<file path="src/rtl/ppd_pkg.sv">
// Package for the prefix period detector: sizes, payload structs and state enums.
`default_nettype none

package ppd_pkg;

    // Longest string that is tracked; later bytes are dropped
    localparam int MAX_LEN = 4096;
    localparam int ADDR_W  = $clog2(MAX_LEN);
    localparam int LEN_W   = $clog2(MAX_LEN + 1);
    localparam int OUT_W   = 13;
    localparam int CNT_W   = $clog2(LEN_W);

    // Job queue between walker and divider
    localparam int FIFO_DEPTH = 4;
    localparam int FIFO_PTR_W = $clog2(FIFO_DEPTH);
    localparam int FIFO_CNT_W = $clog2(FIFO_DEPTH + 1);

    typedef struct packed {
        logic [7:0] ch;
        logic       first;
    } t_in;

    typedef struct packed {
        logic [OUT_W-1:0] prefix_length;
        logic [OUT_W-1:0] repeat_count;
    } t_out;

    // Prefix length and its nonzero border, handed to the divider
    typedef struct packed {
        logic [LEN_W-1:0]  len;
        logic [ADDR_W-1:0] border;
    } t_job;

    typedef enum logic [1:0] {
        F_IDLE,
        F_READ,
        F_CMP,
        F_PUSH
    } t_fstate;

    typedef enum logic [1:0] {
        B_IDLE,
        B_DIV,
        B_DONE
    } t_bstate;

endpackage

`default_nettype wire

</file>
<file path="src/rtl/ppd_fifo.sv">
// Short register queue carrying border jobs from the walker to the divider.
`default_nettype none

module ppd_fifo (
    input  wire logic          i_clk,
    input  wire logic          i_rst_n,
    input  wire logic          i_push,
    input  wire ppd_pkg::t_job i_push_data,
    output logic               o_full,
    input  wire logic          i_pop,
    output ppd_pkg::t_job      o_pop_data,
    output logic               o_empty
);

    ppd_pkg::t_job                    r_mem [ppd_pkg::FIFO_DEPTH];
    logic [ppd_pkg::FIFO_PTR_W-1:0]   r_wptr;
    logic [ppd_pkg::FIFO_PTR_W-1:0]   r_rptr;
    logic [ppd_pkg::FIFO_CNT_W-1:0]   r_count;
    logic                             do_push;
    logic                             do_pop;

    assign o_full     = (r_count == ppd_pkg::FIFO_CNT_W'(ppd_pkg::FIFO_DEPTH));
    assign o_empty    = (r_count == '0);
    assign do_push    = i_push && !o_full;
    assign do_pop     = i_pop && !o_empty;
    assign o_pop_data = r_mem[r_rptr];

    // storage
    always_ff @(posedge i_clk) begin
        if (do_push) begin
            r_mem[r_wptr] <= i_push_data;
        end
    end

    // pointers and fill count
    always_ff @(posedge i_clk) begin
        if (!i_rst_n) begin
            r_wptr  <= '0;
            r_rptr  <= '0;
            r_count <= '0;
        end else begin
            if (do_push) begin
                r_wptr <= r_wptr + 1'b1;
            end
            if (do_pop) begin
                r_rptr <= r_rptr + 1'b1;
            end
            case ({do_push, do_pop})
                2'b10:   r_count <= r_count + 1'b1;
                2'b01:   r_count <= r_count - 1'b1;
                default: r_count <= r_count;
            endcase
        end
    end

    a_count_bound: assert property (@(posedge i_clk) disable iff (!i_rst_n)
        r_count <= ppd_pkg::FIFO_CNT_W'(ppd_pkg::FIFO_DEPTH))
        else $error("queue count above depth");

    a_no_push_full: assert property (@(posedge i_clk) disable iff (!i_rst_n)
        i_push |-> !o_full)
        else $error("push while queue full");

    a_wrap_count: assert property (@(posedge i_clk) disable iff (!i_rst_n)
        (r_wptr != r_rptr) |-> (r_count != '0) && !o_full)
        else $error("pointers disagree with count");

endmodule

`default_nettype wire

</file>
<file path="config.mk">
export PLATFORM = sky130hd
export DESIGN_NAME = ppd_fifo
export DESIGN_NICKNAME = d
export VERILOG_FILES = /design/src/rtl/ppd_pkg.sv /design/src/rtl/ppd_fifo.sv
export SDC_FILE = /design/constraint.sdc
export NUM_CORES = 1
export LEC_CHECK = 0
export BUFFER_PORTS_ARGS = -buffer_cell sky130_fd_sc_hd__buf_4
export CORE_ASPECT_RATIO = 0.7
export CORE_MARGIN = 5
export CORE_UTILIZATION = 51
export DETAILED_ROUTE_END_ITERATION = 10
export GPL_TIMING_DRIVEN = 1
export HOLD_SLACK_MARGIN = 0.12
export PLACE_DENSITY = 0.85
export SYNTH_ARGS = -nofsm -noshare
export SYNTH_HDL_FRONTEND = slang
export SYNTH_SLANG_ARGS = --single-unit
</file>
<file path="constraint.sdc">
create_clock -name i_clk -period 2.3 [get_ports i_clk]
set_input_delay 0.69 -clock i_clk [delete_from_list [all_inputs] [get_ports i_clk]]
set_output_delay 0.69 -clock i_clk [all_outputs]
set_load 0.005 [all_outputs]
</file>
# Word level (Yosys, flattened, before mapping)
# Memories as Yosys holds them, arrays and structs flattened. A register that Yosys moved wholly into a read port is not among the register bits.
# Index checks and enable logic that the tools add are counted.
# W data, S select, Z words.
[word_totals] memories=1 output_inout_bits=27 regBits=7 ram_bits=100
[op_classes] addsub=4 reduce_logical=6 n_eq_ne=3 muxes=5
[memory_table] memory="r_mem" depth=4 width=25 read_ports=1 rd_clocked_by_memory_dff=1 wr=1 line_no="ppd_fifo.sv:15" rtl="ppd_pkg::t_job r_mem [ppd_pkg::FIFO_DEPTH];"
[ops] op="$pmux W3 S2" count=1
[ops] op="$add A2 B1 Y2 const B" count=2
[ops] op="$mux W2" count=2
[ops] op="$add A3 B1 Y3 const B" count=1
[ops] op="$eq A3 B3 Y1 const B" count=1
[ops] op="$logic_not A3 Y1" count=1
[ops] op="$sub A3 B1 Y3 const B" count=1
[ops] op="$eq A2 B1 Y1 const B" count=1
[ops] op="$eq A2 B2 Y1 const B" count=1
[ops] op="$logic_and A1 B1 Y1" count=2
[ops] op="$logic_not A1 Y1" count=2
[ops] op="$mux W1" count=2
[ops] op="$reduce_bool A2 Y1" count=1

# Logic depth before layout (Yosys ltp)
[depth] word_depth=5 ltp_mapped=10 mapped_depth_nobuf=9

# Worst setup path before layout
# No wires, ideal clock.
[synth_path] path_kind="input to register" from="input i_push" to="register r_count[2] in the netlist's numbering" setup_ns=0.070 setup_slack_ns=0.098 t_arrival_ns=2.132 stages=9 path_cell_list="nor2b_1 -> buf_2 -> inv_2 -> ha_1 -> inv_1 -> fa_1 -> xor2_1 -> or3_1 -> a21boi_1"
[synth_via] elab_chain_cells=3 word_cells_on_any_way=5
[synth_lines] element="from (decl)" line_no="ppd_fifo.sv:7" rtl="input wire logic i_push,"
[synth_lines] element="$logic_and A1 B1 Y1 (*)" line_no="ppd_fifo.sv:24" rtl="assign do_push = i_push && !o_full;"
[synth_lines] element="$eq A2 B1 Y1 or $eq A2 B2 Y1 (tied branches)" line_no="ppd_fifo.sv:48" rtl="case ({do_push, do_pop})"
[synth_lines] element="$pmux W3 S2 or $reduce_bool A2 Y1 (tied branches)"
[synth_lines] element="to (signal assigned)" line_no="ppd_fifo.sv:49" rtl="2'b10: r_count <= r_count + 1'b1;"
[synth_lines] element="to (signal assigned)" line_no="ppd_fifo.sv:50" rtl="2'b01: r_count <= r_count - 1'b1;"
[synth_lines] element="to (signal assigned)" line_no="ppd_fifo.sv:51" rtl="default: r_count <= r_count;"
[synth_lines] element="to (decl)" line_no="ppd_fifo.sv:18" rtl="logic [ppd_pkg::FIFO_CNT_W-1:0] r_count;"
# Every way passes the cells marked *; elsewhere a longest branch is shown, timed or not.
# A chain may end at the register's enable or synchronous reset.

==> results.md <==
- Relative max-transition margin: 0.8119
- Non-Filler Instances: 362
- RSZ-0062 raised after global routing: yes
- Max Root-Sink Buffers: 2
- Fmax: 0.4425 GHz
- Initial DRC Count: 106
- Share of cells above drive strength 1: 0.4176
- Layout area overhead: 21.53%
- Crit Path Max Fanout: 11
- Critical path data required time: between 1.5 and 2 ns
- Clock period minus worst slack: 2.260 ns
- Final slew viol count: 0
- Wire length on met1: 2815 µm
- Clk root buf: clkbuf_16
- Drt drc: 0
- ANT cells: 0
- Vias in the first global route: 2,116
- Nets@finish: 291
- Cell area power density: 1044 mW/mm²
- #FFs+latches synth: 109
- Starting Density: 0.5242
- Peak supply drop: 564.8 µV
- Routed Antenna Nets: 0
- Cell accounting for the most synthesized area: edfxtp_1
- Utilization after layout: 0.6371
- Critical Path Source Type: flip-flop
- Syn_area_per_cell: between 20 and 25 µm²
- Initial antenna violation count: 0
- Setup CP Type: flip-flop to output port
- GPL Wtd Cong: roughly 0.68
- Outcome: finished clean
- DR vias/cell: 5.298
- Worst Clk Skew: ~0.0058 ns
- Count of standard-cell rows: 27
- Port Buffers: 55
- Area fraction of the dominant cell type after synthesis: 0.7277
- Core area: 0.007871 mm²
- Routed WL: 6775 µm
- GRT overflow: 0
- Via count: approximately 1,900
- Max cap viols: 0
- All-layer global routing usage: 0.1441
- Placed Cells: 346
- LEAKAGE: approximately 1.7 nW
- RR Startpoint: r_count[0]
- HP Start: r_rptr[0]
- Hold Path Class: flip-flop to flip-flop
- Synth area leaders: edfxtp_1 73%, mux4_2 14%, dfxtp_1 4.4%
- Num CTS Buffers: 9
- I/O pins: 56
- YS warnings: 0
- Post-place setup slack: -0.08600 ns
- Sequential-to-total area share from yosys stat: 0.7714
- Pin slew with the least headroom to its limit: 0.2806 ns
- Met3 wire len: 339 µm
- Die W: 117.5 µm
- CTS tree: yes
- DR top layer: met4
- WL/cell: 18.72 µm
- Crit. End Element: output port
- Postcts setup bufs: 0
- # fillers: 540
- Wire length on met2: about 3500 µm
- First-pass GRT wire length: around 11,000 µm
- Post-Syn Area: 0.004126 mm²
- Max H-tree Level: 3
- Synth unique cells: 24
- Die area: 0.01002 mm²
- Die height: 85.26 µm
- Mapped Nets: 220
- Worst setup margin: 0.04029 ns
- Final worst path period share: 0.9825
- Final hold violations: 0
- Synth Instances: 185
- Clk slew on worst S/H paths: 0.06 ns
- Largest net degree at the start of global routing: 17
- Clock Sink Count: 109
- Setup Viol. Count Final: 0
- HPWL after DPL: 4667 µm
- # hold bufs at CTS: 0
- Drt first pass iters: 4
- Total power: 0.005234 W
- Skew-Pair Late Insertion Delay: 0.34 ns
- WP data arrival: 1.57 ns
## synthesized netlist by cell type
cell,instances
a21boi_1,2
and2_1,6
buf_12,2
buf_2,3
buf_6,1
clkbuf_1,1
clkbuf_2,1
dfxtp_1,9
edfxtp_1,100
fa_1,1
ha_1,5
inv_1,5
inv_2,1
mux2i_1,2
mux4_2,25
nand2_1,7
nand4bb_1,1
nor2b_1,2
nor3_2,1
nor3b_2,1
o21ai_0,5
or3_1,2
xnor2_1,1
xor2_1,1
## what timing repair did
item	4_1_cts	5_1_grt
resized for setup	4	4
cloned	0	0
setup endpoints to repair	11	17
hold endpoints to repair	0	0
## metal layers
metal / global-route usage / vias to the layer above
met4: 0.06250 / 0
met5: 0 / -
li1: - / 886
met3: 0.04530 / 7
met2: 0.2402 / 48
met1: 0.1751 / 977
## registers in the layout, indices dropped and copies added, names as in the netlist, named ones only
register	cells
r_wptr	2
r_rptr	2
r_mem	100
r_count	3
## per-stage QoR
step | hold WS, ns | cell area [µm²] | TNS, ns
final | 0.4941 | 5015 | 0
after CTS | 0.4974 | 5000 | 0
after global routing | 0.5244 | 5015 | -0.2070
after global placement | 0.4698 | 4702 | 0
after floorplan | 0.4560 | 4126 | 0
after detailed placement | 0.4841 | 4702 | -0.08600
## critical path, cell delays in order (launching register included)
cell	delay (ns)
dfxtp_4	0.37
buf_8	0.17
mux4_2	0.53
buf_4	0.15
## layout by cell type (no fill, tap or decap), drive strengths merged
master | Yosys | final
edfxtp | 100 | 100
o21ai | 5 | 5
xor2 | 1 | 1
nor3 | 1 | 1
ha | 5 | 5
buf | 6 | 68
nor2b | 2 | 2
a21boi | 2 | 2
bufinv | 0 | 1
nor3b | 1 | 1
and2 | 6 | 6
inv | 6 | 6
nand4bb | 1 | 1
mux2i | 2 | 2
mux4 | 25 | 25
fa | 1 | 1
xnor2 | 1 | 1
clkinv | 0 | 4
nand2 | 7 | 7
or3 | 2 | 2
dfxtp | 9 | 9
clkbuf | 2 | 11
## cell families (layout without fill, tap and decap cells)
family,after synthesis,after routing,share of synthesized area
DFF,109,109,0.7714
AOI/OAI and AO/OA,7,7,0.009701
xor gates and xnor gates,2,2,0.004246
muxes,27,27,0.1413
adders and majority gates,6,6,0.02001
and+or+nand+nor,20,20,0.02972
buffers and inverters,14,90,0.02365
## power breakdown
| group | switching [W] | leakage (nW) | internal (W) |
|---|---|---|---|
| combinational | 0.000543 | 0.601 | 0.000757 |
| sequential | 0.0000880 | 0.992 | 0.00240 |
| clock | 0.000611 | 0.139 | 0.000836 |
## final timing paths
check | slack, ns | end | cells after the start
hold / removal | 0.49 | flip-flop | 2
hold reg to reg | 0.49 | flip-flop | 2
setup / recovery | 0.04 | o_pop_data[0] | 3
setup reg to reg | 0.18 | r_count[2] | 8
## cell type report
type,count,area [µm²],area share
Sequential cell,109,3187,0.6355
Multi-Input combinational cell,62,845.8,0.1687
Clock inverter,5,51.30,0.01023
Tap cell,101,126.4,0.02520
Clock buffer,11,232.7,0.04641
Inverter,6,22.52,0.004491
Timing Repair Buffer,68,549.3,0.1095
(Power assumes the default switching activity.)
