==> config.mk <==
export PLATFORM = sky130hd
export DESIGN_NAME = ppd_div
export DESIGN_NICKNAME = d
export VERILOG_FILES = /design/src/rtl/ppd_pkg.sv /design/src/rtl/ppd_div.sv
export SDC_FILE = /design/constraint.sdc
export NUM_CORES = 1
export LEC_CHECK = 0
export BUFFER_PORTS_ARGS = -buffer_cell sky130_fd_sc_hd__buf_2
export CORE_AREA = 3 3 102 84
export DETAILED_ROUTE_END_ITERATION = 12
export DIE_AREA = 0 0 105 87
export GPL_ROUTABILITY_DRIVEN = 0
export GPL_TIMING_DRIVEN = 1
export MAX_ROUTING_LAYER = met4
export PLACE_DENSITY = 0.85
export SLEW_MARGIN = 25
export SYNTH_ARGS = -nofsm -noshare
export SYNTH_HDL_FRONTEND = slang
export SYNTH_SLANG_ARGS = --single-unit
==> constraint.sdc <==
create_clock -name i_clk -period 2.96 [get_ports i_clk]
set_clock_uncertainty 0.05 [all_clocks]
set_input_delay 0.444 -clock i_clk [delete_from_list [all_inputs] [get_ports i_clk]]
set_output_delay 0.444 -clock i_clk [all_outputs]
set_load 0.01 [all_outputs]
==> src/rtl/ppd_pkg.sv <==
// Package for the prefix period detector: sizes, payload structs and state enums.
`default_nettype none

package ppd_pkg;

    // Longest string that is tracked; later bytes are dropped
    localparam int MAX_LEN = 4096;
    localparam int ADDR_W  = $clog2(MAX_LEN);
    localparam int LEN_W   = $clog2(MAX_LEN + 1);
    localparam int OUT_W   = 13;
    localparam int CNT_W   = $clog2(LEN_W);

    // Job queue between walker and divider
    localparam int FIFO_DEPTH = 4;
    localparam int FIFO_PTR_W = $clog2(FIFO_DEPTH);
    localparam int FIFO_CNT_W = $clog2(FIFO_DEPTH + 1);

    typedef struct packed {
        logic [7:0] ch;
        logic       first;
    } t_in;

    typedef struct packed {
        logic [OUT_W-1:0] prefix_length;
        logic [OUT_W-1:0] repeat_count;
    } t_out;

    // Prefix length and its nonzero border, handed to the divider
    typedef struct packed {
        logic [LEN_W-1:0]  len;
        logic [ADDR_W-1:0] border;
    } t_job;

    typedef enum logic [1:0] {
        F_IDLE,
        F_READ,
        F_CMP,
        F_PUSH
    } t_fstate;

    typedef enum logic [1:0] {
        B_IDLE,
        B_DIV,
        B_DONE
    } t_bstate;

endpackage

`default_nettype wire

==> src/rtl/ppd_div.sv <==
// Back end: divides prefix length by its period and emits periodic prefixes.
`default_nettype none

module ppd_div (
    input  wire logic          i_clk,
    input  wire logic          i_rst_n,
    input  wire logic          i_empty,
    input  wire ppd_pkg::t_job i_job,
    output logic               o_pop,
    output logic               o_valid,
    output ppd_pkg::t_out      o_data,
    input  wire logic          i_stall
);

    localparam int LW = ppd_pkg::LEN_W;
    localparam int CW = ppd_pkg::CNT_W;

    ppd_pkg::t_bstate  r_state, n_state;
    logic [CW-1:0]     r_cnt;
    logic [LW-1:0]     r_num;
    logic [LW-1:0]     r_div;
    logic [LW-1:0]     r_quo;
    logic [LW-1:0]     r_rem;
    logic              r_ovalid;
    ppd_pkg::t_out     r_odata;

    logic [LW:0]       trial;
    logic              fits;
    logic              load_out;

    assign o_valid = r_ovalid;
    assign o_data  = r_odata;

    // one restoring step per cycle
    assign trial = {r_rem, r_quo[LW-1]};
    assign fits  = (trial >= {1'b0, r_div});

    // state register
    always_ff @(posedge i_clk) begin
        if (!i_rst_n) begin
            r_state <= ppd_pkg::B_IDLE;
        end else begin
            r_state <= n_state;
        end
    end

    // next state and control
    always_comb begin
        n_state  = r_state;
        o_pop    = 1'b0;
        load_out = 1'b0;
        case (r_state)
            ppd_pkg::B_IDLE: begin
                if (!i_empty) begin
                    o_pop   = 1'b1;
                    n_state = ppd_pkg::B_DIV;
                end
            end
            ppd_pkg::B_DIV: begin
                if (r_cnt == CW'(LW - 1)) begin
                    n_state = ppd_pkg::B_DONE;
                end
            end
            ppd_pkg::B_DONE: begin
                if (r_rem != '0) begin
                    n_state = ppd_pkg::B_IDLE;
                end else if (!r_ovalid || !i_stall) begin
                    load_out = 1'b1;
                    n_state  = ppd_pkg::B_IDLE;
                end
            end
            default: begin
                n_state = ppd_pkg::B_IDLE;
            end
        endcase
    end

    // divider datapath
    always_ff @(posedge i_clk) begin
        if (o_pop) begin
            r_num <= i_job.len;
            r_div <= i_job.len - LW'(i_job.border);
            r_quo <= i_job.len;
            r_rem <= '0;
            r_cnt <= '0;
        end else if (r_state == ppd_pkg::B_DIV) begin
            r_cnt <= r_cnt + CW'(1);
            r_quo <= {r_quo[LW-2:0], fits};
            r_rem <= fits ? LW'(trial - {1'b0, r_div}) : trial[LW-1:0];
        end
    end

    // output register
    always_ff @(posedge i_clk) begin
        if (!i_rst_n) begin
            r_ovalid <= 1'b0;
        end else if (load_out) begin
            r_ovalid <= 1'b1;
        end else if (r_ovalid && !i_stall) begin
            r_ovalid <= 1'b0;
        end
    end

    always_ff @(posedge i_clk) begin
        if (load_out) begin
            r_odata.prefix_length <= ppd_pkg::OUT_W'(r_num);
            r_odata.repeat_count  <= ppd_pkg::OUT_W'(r_quo);
        end
    end

    a_rem_below_div: assert property (@(posedge i_clk) disable iff (!i_rst_n)
        (r_state == ppd_pkg::B_DONE) |-> (r_rem < r_div))
        else $error("remainder not below divisor");

    a_div_nonzero: assert property (@(posedge i_clk) disable iff (!i_rst_n)
        (r_state == ppd_pkg::B_DIV) |-> (r_div != '0) && (r_div < r_num))
        else $error("period out of range");

    a_load_free: assert property (@(posedge i_clk) disable iff (!i_rst_n)
        load_out |-> (r_rem == '0) && (r_quo >= LW'(2)))
        else $error("bad result loaded");

endmodule

`default_nettype wire

* Yosys cells after proc, flatten, opt, wreduce, memory -nomap -nowiden
Cells that the tools add are included. Widths: inputs -> output; s select.
Operators by class: add/subtract/negate cells 3, $mul 0, div/mod/pow operators 0, $lt $le $gt $ge 1, equal/unequal tests 6, shifts and indexed selects 0, mux-type cells 15, bitwise operators 0, reductions and logical operators 9
Operator list (number):
- $mux 13 | 3
- $ge 14x13->1 | 1
- $reduce_bool 13->1 | 1
- $sub 13x12->13 | 1
- $sub 13x13->13 | 1
- $mux 2 | 4
- $mux 1 | 7
- $pmux 2 s3 | 1
- $add 4x1->4 const B | 1
- $eq 4x4->1 const B | 1
- $ne 2x2->1 const B | 2
- $reduce_bool 2->1 | 2
- $ne 3x3->1 const B | 1
- $reduce_and 3->1 | 1
- $eq 2x1->1 const B | 1
- $eq 2x2->1 const B | 1
- $logic_not 1->1 | 2
- $logic_not 2->1 | 1
- $logic_and 1x1->1 | 1
- $logic_or 1x1->1 | 1
Word-level totals: flip-flop bits (word level) 85, bits in latches 0, bits in writable memories 0, memory bits (read-only) 0, input bits 29, output and inout bits 28, logic and storage cells 43, memories 0

* Depth between registers and ports, before layout
Gate-level depths: netlist of run 1.
word-level depth 6, mapped depth 10, gate-level depth less buffers 9

* Worst setup path before layout of run 1
No wires, ideal clock.
path kind reg2reg, start point register r_rem[7], end point register r_odata (netlist bit o_data[0]) (enable), library setup time 0.418 ns, data arrival time 2.078 ns, data required time 2.492 ns, slack 0.414 ns, cell stages (with the launch flop) 4, buffers on the path 0, clock period less this slack 2.546 ns, path through dfxtp_1 nor4b_1 nand4_1 a21oi_1
Between the ends: word-level cells in the longest chain between the ends 3
RTL lines:
- from (decl) | RTL line ppd_div.sv:23 | logic [LW-1:0] r_rem;
- from (signal assigned) | RTL line ppd_div.sv:89 | r_rem <= fits ? LW'(trial - {1'b0, r_div}) : trial[LW-1:0];
- $reduce_bool 13->1 | RTL line ppd_div.sv:65 | if (r_rem != '0) begin
- $mux 1 | RTL line ppd_div.sv:65
- $mux 1 | RTL line ppd_div.sv:52 | case (r_state)
- via load_out | RTL line ppd_div.sv:29 | logic load_out;
- to (decl) | RTL line ppd_div.sv:25 | ppd_pkg::t_out r_odata;
The timed path passes the listed nets, and every way through them passes these cells. A chain may end at the register's enable or synchronous reset.

* Worst setup path in the final report of run 1
start point register r_quo[12], end point register r_rem[11]
Between the ends: word-level cells in the longest chain between the ends 2, elaborated cells on any way between the ends 3, classes of those cells add/sub (1); order compare (1); mux (1)
RTL lines:
- from (decl) | RTL line ppd_div.sv:22 | logic [LW-1:0] r_quo;
- from (signal assigned) | RTL line ppd_div.sv:83 | r_quo <= i_job.len;
- from (signal assigned) | RTL line ppd_div.sv:88 | r_quo <= {r_quo[LW-2:0], fits};
- $sub 13x13->13 / $ge 14x13->1 (equally long branches) | RTL line ppd_div.sv:89, ppd_div.sv:36
- $mux 13 (*) | RTL line ppd_div.sv:89
Every way passes the cells marked *; elsewhere a longest branch is shown, timed or not.

==> flow_results.org, run 1 <==
** Floorplan
- During I/O placement, the number of pins put on the boundary was 57.
- In this run the vertical extent of the chip is between 80 and 90 µm.
- The die covers approximately 0.009 mm².
- Die width :: 105 µm
- Placement row count :: 28
- Initial cell density of the core :: 58.5%
- The core region is approximately 0.0075 mm².

** Finish
- Leaving out fill and tap cells, the most frequent cell in the layout is edfxtp_1.
- Fraction of final layout cells with drive strength greater than 1 :: a little under a quarter
- Diodes inserted :: 0
- After the last flow step, the layout net total stands at about 490.
- Post-layout instance area :: between 0.004 and 0.005 mm²
- Most used cells in the layout excluding fill and tap cells :: edfxtp_1, buf_2, inv_1, ha_1
- Area added between synthesis and finish :: 12.4%
- Leaving out filler cells and counting taps, the final layout contains 537.
- The filler cells instantiated in the layout total between 600 and 700.

** Hold path
- Instance count along the most critical hold path :: 1
- The min-delay analysis places its worst path in the category in -> reg.

** Power
- Fraction of power spent switching nets :: between 30% and 40%
- Combinational logic is responsible for between 30% and 40% of the overall power.
- Total power :: approximately 3700 µW
- Internal power comes to 2350 µW.
- VDD sags by at most 0.474 mV.
- Part of the power in registers :: a little over two fifths
- Summed over all nets, the switching power comes to approximately 1300 µW.
- For this design the ratio of total power to cell area is ~740 mW/mm².
- The clock network is responsible for 19.9% of the overall power.
- Reported leakage power :: 0.00204 µW

** Clock network
- Worst-Skew Late Latency :: between 0.3 and 0.4 ns
- Clock-pin slew on the worst setup and hold paths :: 0.08 ns
- The root buffer cell chosen for the clock tree is clkbuf_8.
- Number of clock sinks seen by CTS :: 85
- Post-CTS setup repair buffer count :: 0
- CTS built an H-tree with a depth of 3.
- Worst-case clock buffer depth :: 2
- In this run, post-CTS repair resized a total of 0 instances.
- TritonCTS built the clock tree.
- Buffers inserted during clock tree synthesis total 9.
- The number of hold buffers added after CTS was 0.

** Synth
- After synthesis, the cell types taking the most area are edfxtp_1, dfxtp_1, ha_1.
- Synthesis inferred 85 register bits.
- Post-synth EDFFs :: 65
- The synthesized design spends more area on one cell type than any other, namely edfxtp_1.
- Area share of the largest cell type after synthesis :: 44.5%
- Synthesis produced a netlist whose cell count is 370.
- The share of the Yosys chip area taken by registers is a little over half.
- Averaged over all synthesized cells, the footprint is 11.8 µm².
- Most used flip-flop cell after synthesis :: edfxtp_1
- Of all flip-flops after synthesis, the portion carrying an async set or reset was 0%.
- The Yosys step of the flow raised 0 warnings.
- Summing every instance area after synthesis gives about 0.0044 mm².
- Post-Synthesis Net Count :: 428
- Yosys mapped the design onto 62 distinct sky130hd cell types.

** Place
- Dpl cells :: 521
- The wire-length estimate of the detail-placed layout is 5920 µm.
- DP Area :: about 0.0048 mm²
- Input and output buffers added on the ports amount to 56.

** Route
- Final ANT Viol Nets :: 0
- In this run, the number of DRC markers left after iteration 0 of detailed routing was 173.
- Dividing the detail-routed via count by the number of cells gives between 5 and 6.
- Total DRC errors in the routed layout :: 0
- Via count of the routed design :: between 3k and 4k
- The final layout contains routed wiring with a total length of 8170 µm.
- For this run, the detailed router's first-pass iteration total came to 4.
- In the final routed layout, each cell accounts on average for between 15 and 20 µm.

** STA
- Hold Vio Cnt, Final :: 0
- Derived from the worst setup path, the maximum achievable clock frequency is about 0.4 GHz.
- The worst path needs 2.50 ns of the cycle, external delays included.
- Part of the cycle the worst path needs :: 84.5%
- The max-slew violation total from the final report came to 0.
- Tightest slew margin relative to the limit :: a little over two fifths
- Post-Route Setup TNS :: 0 ns
- Setup violators final :: 0
- Setup repair after global routing missed its margin :: false
- Least-Margin Pin Slew :: roughly 0.84 ns

** Critical path
- Worst path arrival time :: 2.70 ns
- In this run the worst path has a maximum fanout of 19.
- In this design, the largest share of critical-path delay is due to compound AO/OA/AOI/OAI gates.
- CP peak stage delay :: approximately 0.44 ns
- The number of cells on the worst reg-to-reg path is 9.
- Slowest stage cell, crit path :: edfxtp_1
- STA classifies the critical path startpoint as a register.
- Cell breakdown of the critical path :: inv_1 > ha_1 > fa_1 > nor2b_1 > o21ai_1 > a31oi_4 > nor2_8 > a32o_1 > a21o_1
- Data on the critical path is required at its endpoint by roughly 3.2 ns.
- The critical path runs through a total of 9 cells.
- The worst setup path is of the reg -> reg kind.
- Counting both buffers and inverters, the worst setup path holds a total of 1.
- The worst setup path is captured at a register.

** Flow run
- Number of max-cap violations :: 0

** Global route
- Initial antenna violation count :: 0
- Overall fraction of global-route tracks in use :: between 10% and 20%
- The via count of the first global-routing pass is 2,906.
- Maximum number of pins on one net before global-route repair :: 47
- The first global-routing pass estimated between 10,000 and 15,000 µm of wire.
- Remaining global-route overflow :: 0

** Outcome
- The flow ran to the end, and the final reports show no timing, DRC or antenna violations.
state kept, by name (all words and copies together) (netlist names):
name,cells
o_data,26
o_valid,1
r_cnt,4
r_div,13
r_num,13
r_quo,13
r_rem,13
r_state,2
metal layers:
layer  part of all wire, %  global-route usage, %  up-vias
li1                      -                      -     1495
met1                    45                   25.1     1428
met2                    48                   31.7       87
met3                   6.1                   5.63       10
met4                   1.1                   4.41        0
met5                     0                      -        -
Yosys cell counts, types with 7 or more instances:
| library cell | number |
|---|---|
| a21o_1 | 8 |
| a21oi_1 | 13 |
| clkbuf_1 | 7 |
| dfxtp_1 | 20 |
| edfxtp_1 | 65 |
| ha_1 | 27 |
| inv_1 | 34 |
| mux2_2 | 14 |
| nand2_1 | 21 |
| nand3_1 | 10 |
| nor2_1 | 21 |
| nor2b_1 | 8 |
| nor3_1 | 8 |
| o21ai_1 | 8 |
| xnor2_1 | 14 |
cell type report:
type                       count  area [µm²]  area share [%]
clock inverter                 7        50.0            1.02
timing repair buffer          59         303            6.15
tap                          105         131            2.67
inverter                      34         128            2.59
clock buffer                   9         124            2.51
sequential                    85        2350            47.7
multi-input combinational    238        1840            37.3
through the flow:
step	utilization (%)	setup slack, ns	hold slack [ns]
detailed placement	63.4	0.424	0.355
global placement	63.4	0.440	0.351
finish	65.7	0.459	0.238
floorplan	-	0.414	0.350
CTS	65.7	0.468	0.227
global route	65.7	0.308	0.216
power groups by stage:
stage                     logic (µW)  registers [µW]  clock network (µW)
final                           1330            1600                 730
after global routing            1490            1620                 806
after floorplan                 1120            1580                   0
after CTS                       1320            1600                 745
after global placement          1250            1620                   0
after detailed placement        1310            1630                   0
worst paths after layout:
kind | start | endpoint | slack (ns)
hold / removal | i_job[12] | r_num[0]$_DFFE_PP_ | 0.24
hold reg to reg | r_num[3]$_DFFE_PP_ | o_data[16]$_DFFE_PP_ | 0.37
setup reg to reg | r_quo[12]$_DFFE_PP_ | r_rem[11]$_SDFFE_PP0P_ | 0.46
setup / recovery | r_quo[12]$_DFFE_PP_ | r_rem[11]$_SDFFE_PP0P_ | 0.46
cells by family (layout without fill, tap and decap cells):
| logic type | after synthesis | count (layout) | synth area share (%) |
|---|---|---|---|
| adder cells (fa/ha/maj) | 29 | 29 | 8.62 |
| multiplexers | 19 | 19 | 4.74 |
| flip-flops | 85 | 85 | 53.7 |
| XOR/XNOR | 18 | 18 | 3.60 |
| AO/OA/AOI/OAI | 72 | 72 | 12.6 |
| buffers and inverters | 47 | 109 | 4.59 |
| AND/OR/NAND/NOR | 100 | 100 | 12.2 |
(Power assumes the default switching activity.)
==> run 2: changes to the inputs <==
==> constraint.sdc (replaced) <==
create_clock -name i_clk -period 2.31 [get_ports i_clk]
set_clock_uncertainty 0.05 [all_clocks]
set_input_delay 0.3465 -clock i_clk [delete_from_list [all_inputs] [get_ports i_clk]]
set_output_delay 0.3465 -clock i_clk [all_outputs]
set_load 0.01 [all_outputs]
==> run 2 against run 1 <==
  * The flow now finishes with violations (negative setup slack)
  * Power increased by 45%
  * Register-to-register slack lost 0.47 ns
  * Utilization grew 4.6 points
  * Critical endpoint is now r_rem[9]$_SDFFE_PP0P_
  * Final area up 6.9%
  * Worst setup slack worse by 0.47 ns
  * Largest cell class unchanged
  * Critical path type unchanged
  * Worst hold slack lost 0.10 ns
  * Critical path depth is the same
  * Maximum frequency increased by 7.7%
  * Via count grew 8.0%
  * Sequential power increased by 29%
==> flow_results.org, run 2 (synthesis results as in run 1) <==
** Clock network
- TritonCTS clock tree :: built
- Clock-pin slew on the worst setup and hold paths :: 0.09 ns (about the same)
- The CTS sink count is 85 (unchanged).
- The maximum clock insertion buffer count was 2 (unchanged).
- The cell sitting at the root of the clock tree is a clkbuf_8.
- The clock buffer count from CTS is 9 (unchanged).
- Worst-Skew Late Latency :: 0.36 ns (about the same)
- Max H-tree Level :: 3 (unchanged)

** Global route
- The global-route wire length before repair was 15,200 µm (+10%).
- The via count of the first global-routing pass was 3,299 (+14%).
- The pin count of the biggest net entering global routing was 38 (-19%).
- Remaining global-route overflow :: 0 (unchanged)
- The number of antenna violations at the first check in global routing is 0 (unchanged).
- The overall fraction of global-route tracks in use was 22.0% (+2.4 points).

** Floorplan
- I/O pin total :: 57 (unchanged)
- The core outline area was 0.00750 mm² (unchanged).
- Chip Height :: 87 µm (unchanged)
- The row count is 28 (unchanged).
- Die width :: 105 µm (unchanged)
- Initial cell density of the core :: 58.5% (unchanged)
- Die footprint :: 0.00914 mm² (unchanged)

** Finish
- In the layout the commonest cells are edfxtp_1, buf_2, inv_1, buf_4, ha_1.
- The footprint of the flip-flops and latches was 0.00235 mm² (unchanged).
- Leading cell type in the layout, fill and taps excluded :: edfxtp_1
- The count of antenna diodes in the layout is 0 (unchanged).
- The total area of multi-input combinational cells is 0.00194 mm² (+5.7%).
- Area added between synthesis and finish :: 20.2%
- The net count of the finished layout came to 516 (+6.4%).
- Post-layout instance area :: 0.00527 mm² (+6.9%)
- Number of flip-flops in the largest register :: 26 (unchanged)
- The fraction of layout instances using a drive strength above 1 was 30.7% (+7.5 points).
- Filler cell count :: 545 (-12%)

** STA
- Setup violators final :: 1 (+1)
- Least-Margin Pin Slew :: 0.627 ns (-0.214 ns)
- Worst setup margin :: -0.0119 ns (-0.471 ns)
- Setup repair after global routing could not meet its margin everywhere.
- Part of the cycle the worst path needs :: 101% (+16 points)
- Number of slew-limit violations in the final report :: 0 (unchanged)
- The final critical path time including I/O delays and setup was 2.32 ns (-0.179 ns).
- The worst slew margin relative to its limit came to 57.7% (+14 points).
- Hold Vio Cnt, Final :: 0 (unchanged)
- The upper clock frequency limit is 0.431 GHz (+7.7%).

** Critical path
- Worst Setup End Kind :: register
- The critical path arrival is 2.53 ns (-0.17 ns).
- Cell breakdown of the critical path :: inv_2 > ha_4 > fa_2 > nor2b_4 > o21ai_4 > a31oi_4 > nor2_4 > a32o_1 > a21o_1
- Slowest stage cell, crit path :: edfxtp_1
- In this run the worst setup path begins at r_quo[12]$_DFFE_PP_.
- STA classifies the critical path startpoint as a register.
- CP peak stage delay :: 0.44 ns (about the same)
- The startpoint identified for the worst register-to-register timing path is r_quo[12]$_DFFE_PP_.
- Kind of critical path :: reg -> reg
- The largest driver fanout on the critical path is 7 (-12).
- Required time worst endpoint :: 2.52 ns (-0.64 ns)

** Place
- The placed cell area came to 0.00493 mm² (+3.8%).
- The estimated wirelength of the detail-placed design is 6440 µm (+8.8%).
- Port Buffer Count :: 56 (unchanged)
- The worst setup slack after placement came to -0.181 ns (-0.604 ns).

** Route
- The total routed wirelength was 9600 µm (+18%).
- The antenna violation net count after detailed routing came to 0 (unchanged).
- The number of search-and-repair iterations in the first detailed-routing pass came to 4 (unchanged).
- Routed wirelength normalized by instance count :: 16.9 µm (+11%)
- The first-iteration detailed-routing DRC count is 187 (+8.1%).
- The vias after detailed routing came to 3,261 (+8.0%).
- Total DRC errors in the routed layout :: 0 (unchanged)
- Via density :: 5.74 (+2.1%)

** Flow run
- The number of maximum-capacitance constraint violations was 0 (unchanged).

** Hold path
- Hold_sp :: i_job[20]
- The tightest min-delay check is of the in -> reg type.

** Outcome
- Violations in the final reports :: negative setup slack
- The flow ran to the end, but the final reports show violations.

** Power
- The maximum VDD drop is 0.582 mV (+23%).
- The leakage power is 0.00221 µW (+8.8%).
- Areal power density over the cells :: 1010 mW/mm² (+35%)
## run 2: cell count changes in the layout (fill, tap and decap cells not counted), moves of 2 or more
| cell | delta |
|---|---|
| buf_4 | +29 |
| clkbuf_1 | +3 |
| clkinvlp_4 | -4 |
| ha_1 | -5 |
| ha_2 | +2 |
| ha_4 | +3 |
| nor2_4 | +2 |
## run 2: path summary, 6_finish.rpt
check	cells past startpoint	end	slack (ns)
min	1	r_num[8]$_DFFE_PP_	0.14
max	9	r_rem[9]$_SDFFE_PP0P_	-0.01
min reg2reg	0	o_data[21]$_DFFE_PP_	0.37
max reg2reg	9	r_rem[9]$_SDFFE_PP0P_	-0.01
## run 2: worst max-delay path: cells and delay by family (launching register included)
kind | cells | cell delay [ns]
flip-flops | 1 | 0.44
AND/OR/NAND/NOR | 2 | 0.30
buffers and inverters | 1 | 0.07
adder cells (fa/ha/maj) | 2 | 0.55
AO/OA/AOI/OAI | 4 | 0.82
## run 2: where the power goes
part / switching, µW / internal (µW) / leakage [µW]
registers: 181 / 1880 / 0.000774
logic: 1160 / 1090 / 0.00135
clock network: 528 / 458 / 0.0000888
total: 1870 / 3430 / 0.00221
## run 2: repair_timing
item                                    4_1_cts  5_1_grt
endpoints found under the setup margin        5       27
hold buffers                                  0        0
gates resized for setup                       2       18
setup buffers                                 0        6
pin swaps                                     1        9
gates cloned                                  0        1
## run 2: layer usage
metal	GRT usage, %	share of wire, %
met5	-	0
met4	8.82	2.7
met3	5.41	5.5
met2	37.7	50
met1	25.3	42
## run 2: area by class of cell
class / count / area share (%)
Tap cell: 105 / 2.49
Multi-Input combinational cell: 239 / 36.9
Clock buffer: 13 / 3.04
Clock inverter: 3 / 0.404
Sequential cell: 85 / 44.6
Timing Repair Buffer: 89 / 10.1
Inverter: 34 / 2.42
## run 2: stage by stage
step,hold WS (ns),std cells,utilization [%],power (µW),setup TNS [ns]
global route,0.130,568,70.3,5590,-0.385
detailed placement,0.358,545,65.8,3980,-0.798
finish,0.136,568,70.3,5300,-0.0119
CTS,0.129,561,68.3,4980,0
global placement,0.351,545,65.8,3890,-0.128
floorplan,0.350,370,-,3460,0
==> run 3: changes to the inputs <==
--- a/config.mk
+++ b/config.mk
@@ -13,6 +13,7 @@
 export GPL_TIMING_DRIVEN = 1
 export MAX_ROUTING_LAYER = met4
 export PLACE_DENSITY = 0.85
+export RECOVER_POWER = 100
 export SLEW_MARGIN = 25
 export SYNTH_ARGS = -nofsm -noshare
 export SYNTH_HDL_FRONTEND = slang
==> run 3 against run 2 <==
  * The flow still finishes with violations (negative setup slack)
  * Register-to-register slack worse by 0.02 ns
  * Maximum frequency shrank 0.66%
  * Cell count unchanged
  * Via count rose by 0.92%
  * Final area is 0.28% lower
  * Count of clock-buffer cells in the layout unchanged
  * Non-clock buffer count stayed put
  * Sequential power barely moved
  * First-iteration DRC count is 8.6% lower
  * Critical path depth did not move
  * Combinational power about the same
  * Critical endpoint unchanged
==> flow_results.org, run 3 (synthesis results as in run 1) <==
** Outcome
- Status :: complete, but fails checks
- The final reports fail on negative setup slack.

** Power
- The leakage power was 0.00218 µW (-1.5%).
- The net switching share of the total power came to 35.4% (+0.062 points).
- Areal power density over the cells :: 1010 mW/mm² (+0.30%)
- The total internal power came to 3420 µW (about the same).
- The part of the total power dissipated in the clock network was 18.6% (about the same).
- The maximum VDD drop is 0.581 mV (-0.21%).
- The switching component of the power is 1870 µW (+0.19%).
- The combinational fraction of design power is 42.4% (about the same).
- Part of the power in registers :: 39.0% (about the same)

** STA
- The worst slew margin relative to its limit is 58.2% (+0.52 points).
- Hold Vio Cnt, Final :: 0 (unchanged)
- Least-Margin Pin Slew :: 0.620 ns (-0.00772 ns)
- The max-slew violation total from the final report came to 0 (unchanged).
- The least setup slack across all paths after layout came to -0.0274 ns (-0.0155 ns).
- The upper clock frequency limit was 0.428 GHz (-0.66%).
- Part of the cycle the worst path needs :: 101% (+0.67 points)
- The accumulated negative setup slack was -0.0274 ns (-0.0155 ns).
- Setup repair after global routing could not meet its margin everywhere.
- The count of endpoints failing setup in the final report is 1 (unchanged).
- Crit path time final :: 2.34 ns (+0.0155 ns)
- The final-layout worst hold slack is 0.162 ns (+0.0259 ns).

** Floorplan
- Die width :: 105 µm (unchanged)
- The die footprint came to 0.00914 mm² (unchanged).
- Floorplan Core Area :: 0.00750 mm² (unchanged)
- The boundary pin count came to 57 (unchanged).
- The initial core utilization was 58.5% (unchanged).
- The row count is 28 (unchanged).
- The die height was 87 µm (unchanged).

** Critical path
- On the critical path, the stage with the largest delay is an instance of edfxtp_1.
- The worst setup path is of the reg -> reg kind.
- Crit Path Max Fanout :: 7 (unchanged)
- Startpoint type of the worst setup path :: register
- The maximum cell stage delay along the critical path is 0.45 ns (about the same).
- The required arrival time at the worst endpoint came to 2.52 ns (about the same).
- Worst path arrival time :: 2.55 ns (+0.02 ns)
- Cell breakdown of the critical path :: inv_2 > ha_4 > fa_2 > nor2b_4 > o21ai_4 > a31oi_4 > nor2_4 > a32o_1 > a21o_1
- The worst setup path is captured at a register.

** Route
- The vias after detailed routing is 3,291 (+0.92%).
- The antenna violation net count after detailed routing came to 0 (unchanged).
- The first-iteration detailed-routing DRC count came to 171 (-8.6%).
- Via density :: 5.79 (+0.92%)
- The average wire per standard cell is 16.9 µm (about the same).
- The total routed wirelength is 9610 µm (about the same).
- The number of search-and-repair iterations in the first detailed-routing pass was 4 (unchanged).
- Total DRC errors in the routed layout :: 0 (unchanged)

** Clock network
- Worst-case clock buffer depth :: 2 (unchanged)
- TritonCTS clock tree :: built
- Quantity of hold-fixing buffers added after cts :: 0 (unchanged)
- Cell chosen for the clock root :: clkbuf_8
- The CTS sink count was 85 (unchanged).
- Clock-pin slew on the worst setup and hold paths :: 0.08 ns (about the same)
- The clock buffer count from CTS is 9 (unchanged).
- Max H-tree Level :: 3 (unchanged)
- The clock latency of the later-clocked register in the worst-skew pair is 0.36 ns (about the same).

** Finish
- Filler cell count :: 546 (+0.18%)
- The fraction of layout instances using a drive strength above 1 came to 28.1% (-2.6 points).
- Leading cell type in the layout, fill and taps excluded :: edfxtp_1
- Number of flip-flops in the largest register :: 26 (unchanged)
- The top cell types in the final layout, fill and taps aside, are edfxtp_1, buf_2, inv_1, buf_4, ha_1.
- Compared with the post-synthesis result, the final layout area differs by 19.8%.
- Diodes inserted :: 0 (unchanged)
- The net count of the finished layout is 516 (unchanged).

** Global route
- Global Route met2 Usage :: 37.7% (unchanged)
- After global routing, the most crowded layer is met2.
- The overall overflow remaining after global route came to 0 (unchanged).
- Overall fraction of global-route tracks in use :: 22.0% (unchanged)
- Initial antenna violation count :: 0 (unchanged)
- The global routing met3 resource utilization is 5.41% (unchanged).
- Maximum number of pins on one net before global-route repair :: 38 (unchanged)
- The global-route wire length before repair is 15,200 µm (unchanged).
- Met1 track demand over resource in global routing :: 25.3% (unchanged)
- The via count of the first global-routing pass is 3,299 (unchanged).

** Flow run
- Number of max-cap violations :: 0 (unchanged)

** Hold path
- In this run the worst hold path is classified as in -> reg.

** Place
- DPL Wire Length :: 6440 µm (unchanged)
- Port Buffer Count :: 56 (unchanged)
==> run 3: changes by cell type in the layout (fill, tap and decap cells not counted), sizes merged <==
cell    change
buf        -14
clkbuf     +14
==> run 3: area by class of cell <==
class / instances / area (µm²) / share of cell area [%]
inverters: 34 / 128 / 2.43
clock inverters: 3 / 21.3 / 0.405
flip-flops and latches: 85 / 2350 / 44.8
multi-input cells: 239 / 1940 / 37.0
repair buffers: 89 / 517 / 9.84
clock buffers: 13 / 160 / 3.05
well taps: 105 / 131 / 2.50
==> run 3: per-layer routing <==
layer,up-vias,routed length [µm]
met5,-,0
met4,0,264
met3,32,581
met2,122,4780
met1,1592,3980
li1,1545,-
==> run 3: final timing paths <==
kind / start / end / slack [ns] / depth (start not counted)
max: r_quo[12]$_DFFE_PP_ / r_rem[9]$_SDFFE_PP0P_ / -0.03 / 9
min: i_rst_n / r_state[1]$_SDFFE_PN0P_ / 0.16 / 2
max reg2reg: r_quo[12]$_DFFE_PP_ / r_rem[9]$_SDFFE_PP0P_ / -0.03 / 9
min reg2reg: r_num[8]$_DFFE_PP_ / o_data[21]$_DFFE_PP_ / 0.37 / 0
==> run 3: metrics by stage <==
step / instances / area (µm²) / power [µW] / utilization (%) / setup WS, ns
final: 568 / 5250 / 5300 / 70.1 / -0.0274
after global routing: 568 / 5250 / 5590 / 70.1 / -0.0986
after CTS: 561 / 5120 / 4980 / 68.3 / 0.00966
after detailed placement: 545 / 4930 / 3980 / 65.8 / -0.181
after global placement: 545 / 4930 / 3890 / 65.8 / -0.0962
after floorplan: 370 / 4390 / 3460 / - / 0.0882
==> run 3: repair_timing <==
item	4_1_cts	5_1_grt
pin swaps	1	9
gates cloned	0	1
endpoints found under the setup margin	5	27
resized for setup	2	18
setup buffers	0	6
==> run 3: worst max-delay path: cells and delay by family (launching register included) <==
family | cells | cell delay [ns]
fa+ha+maj | 2 | 0.56
compound gates | 4 | 0.83
buf+inv | 1 | 0.07
flops | 1 | 0.45
simple gates | 2 | 0.29
==> run 3: power by group through the flow <==
stage	clock network, µW	registers, µW	logic [µW]
CTS	1000	2050	1930
floorplan	0	2020	1430
global placement	0	2070	1820
global route	1070	2080	2440
finish	988	2060	2250
detailed placement	0	2080	1900
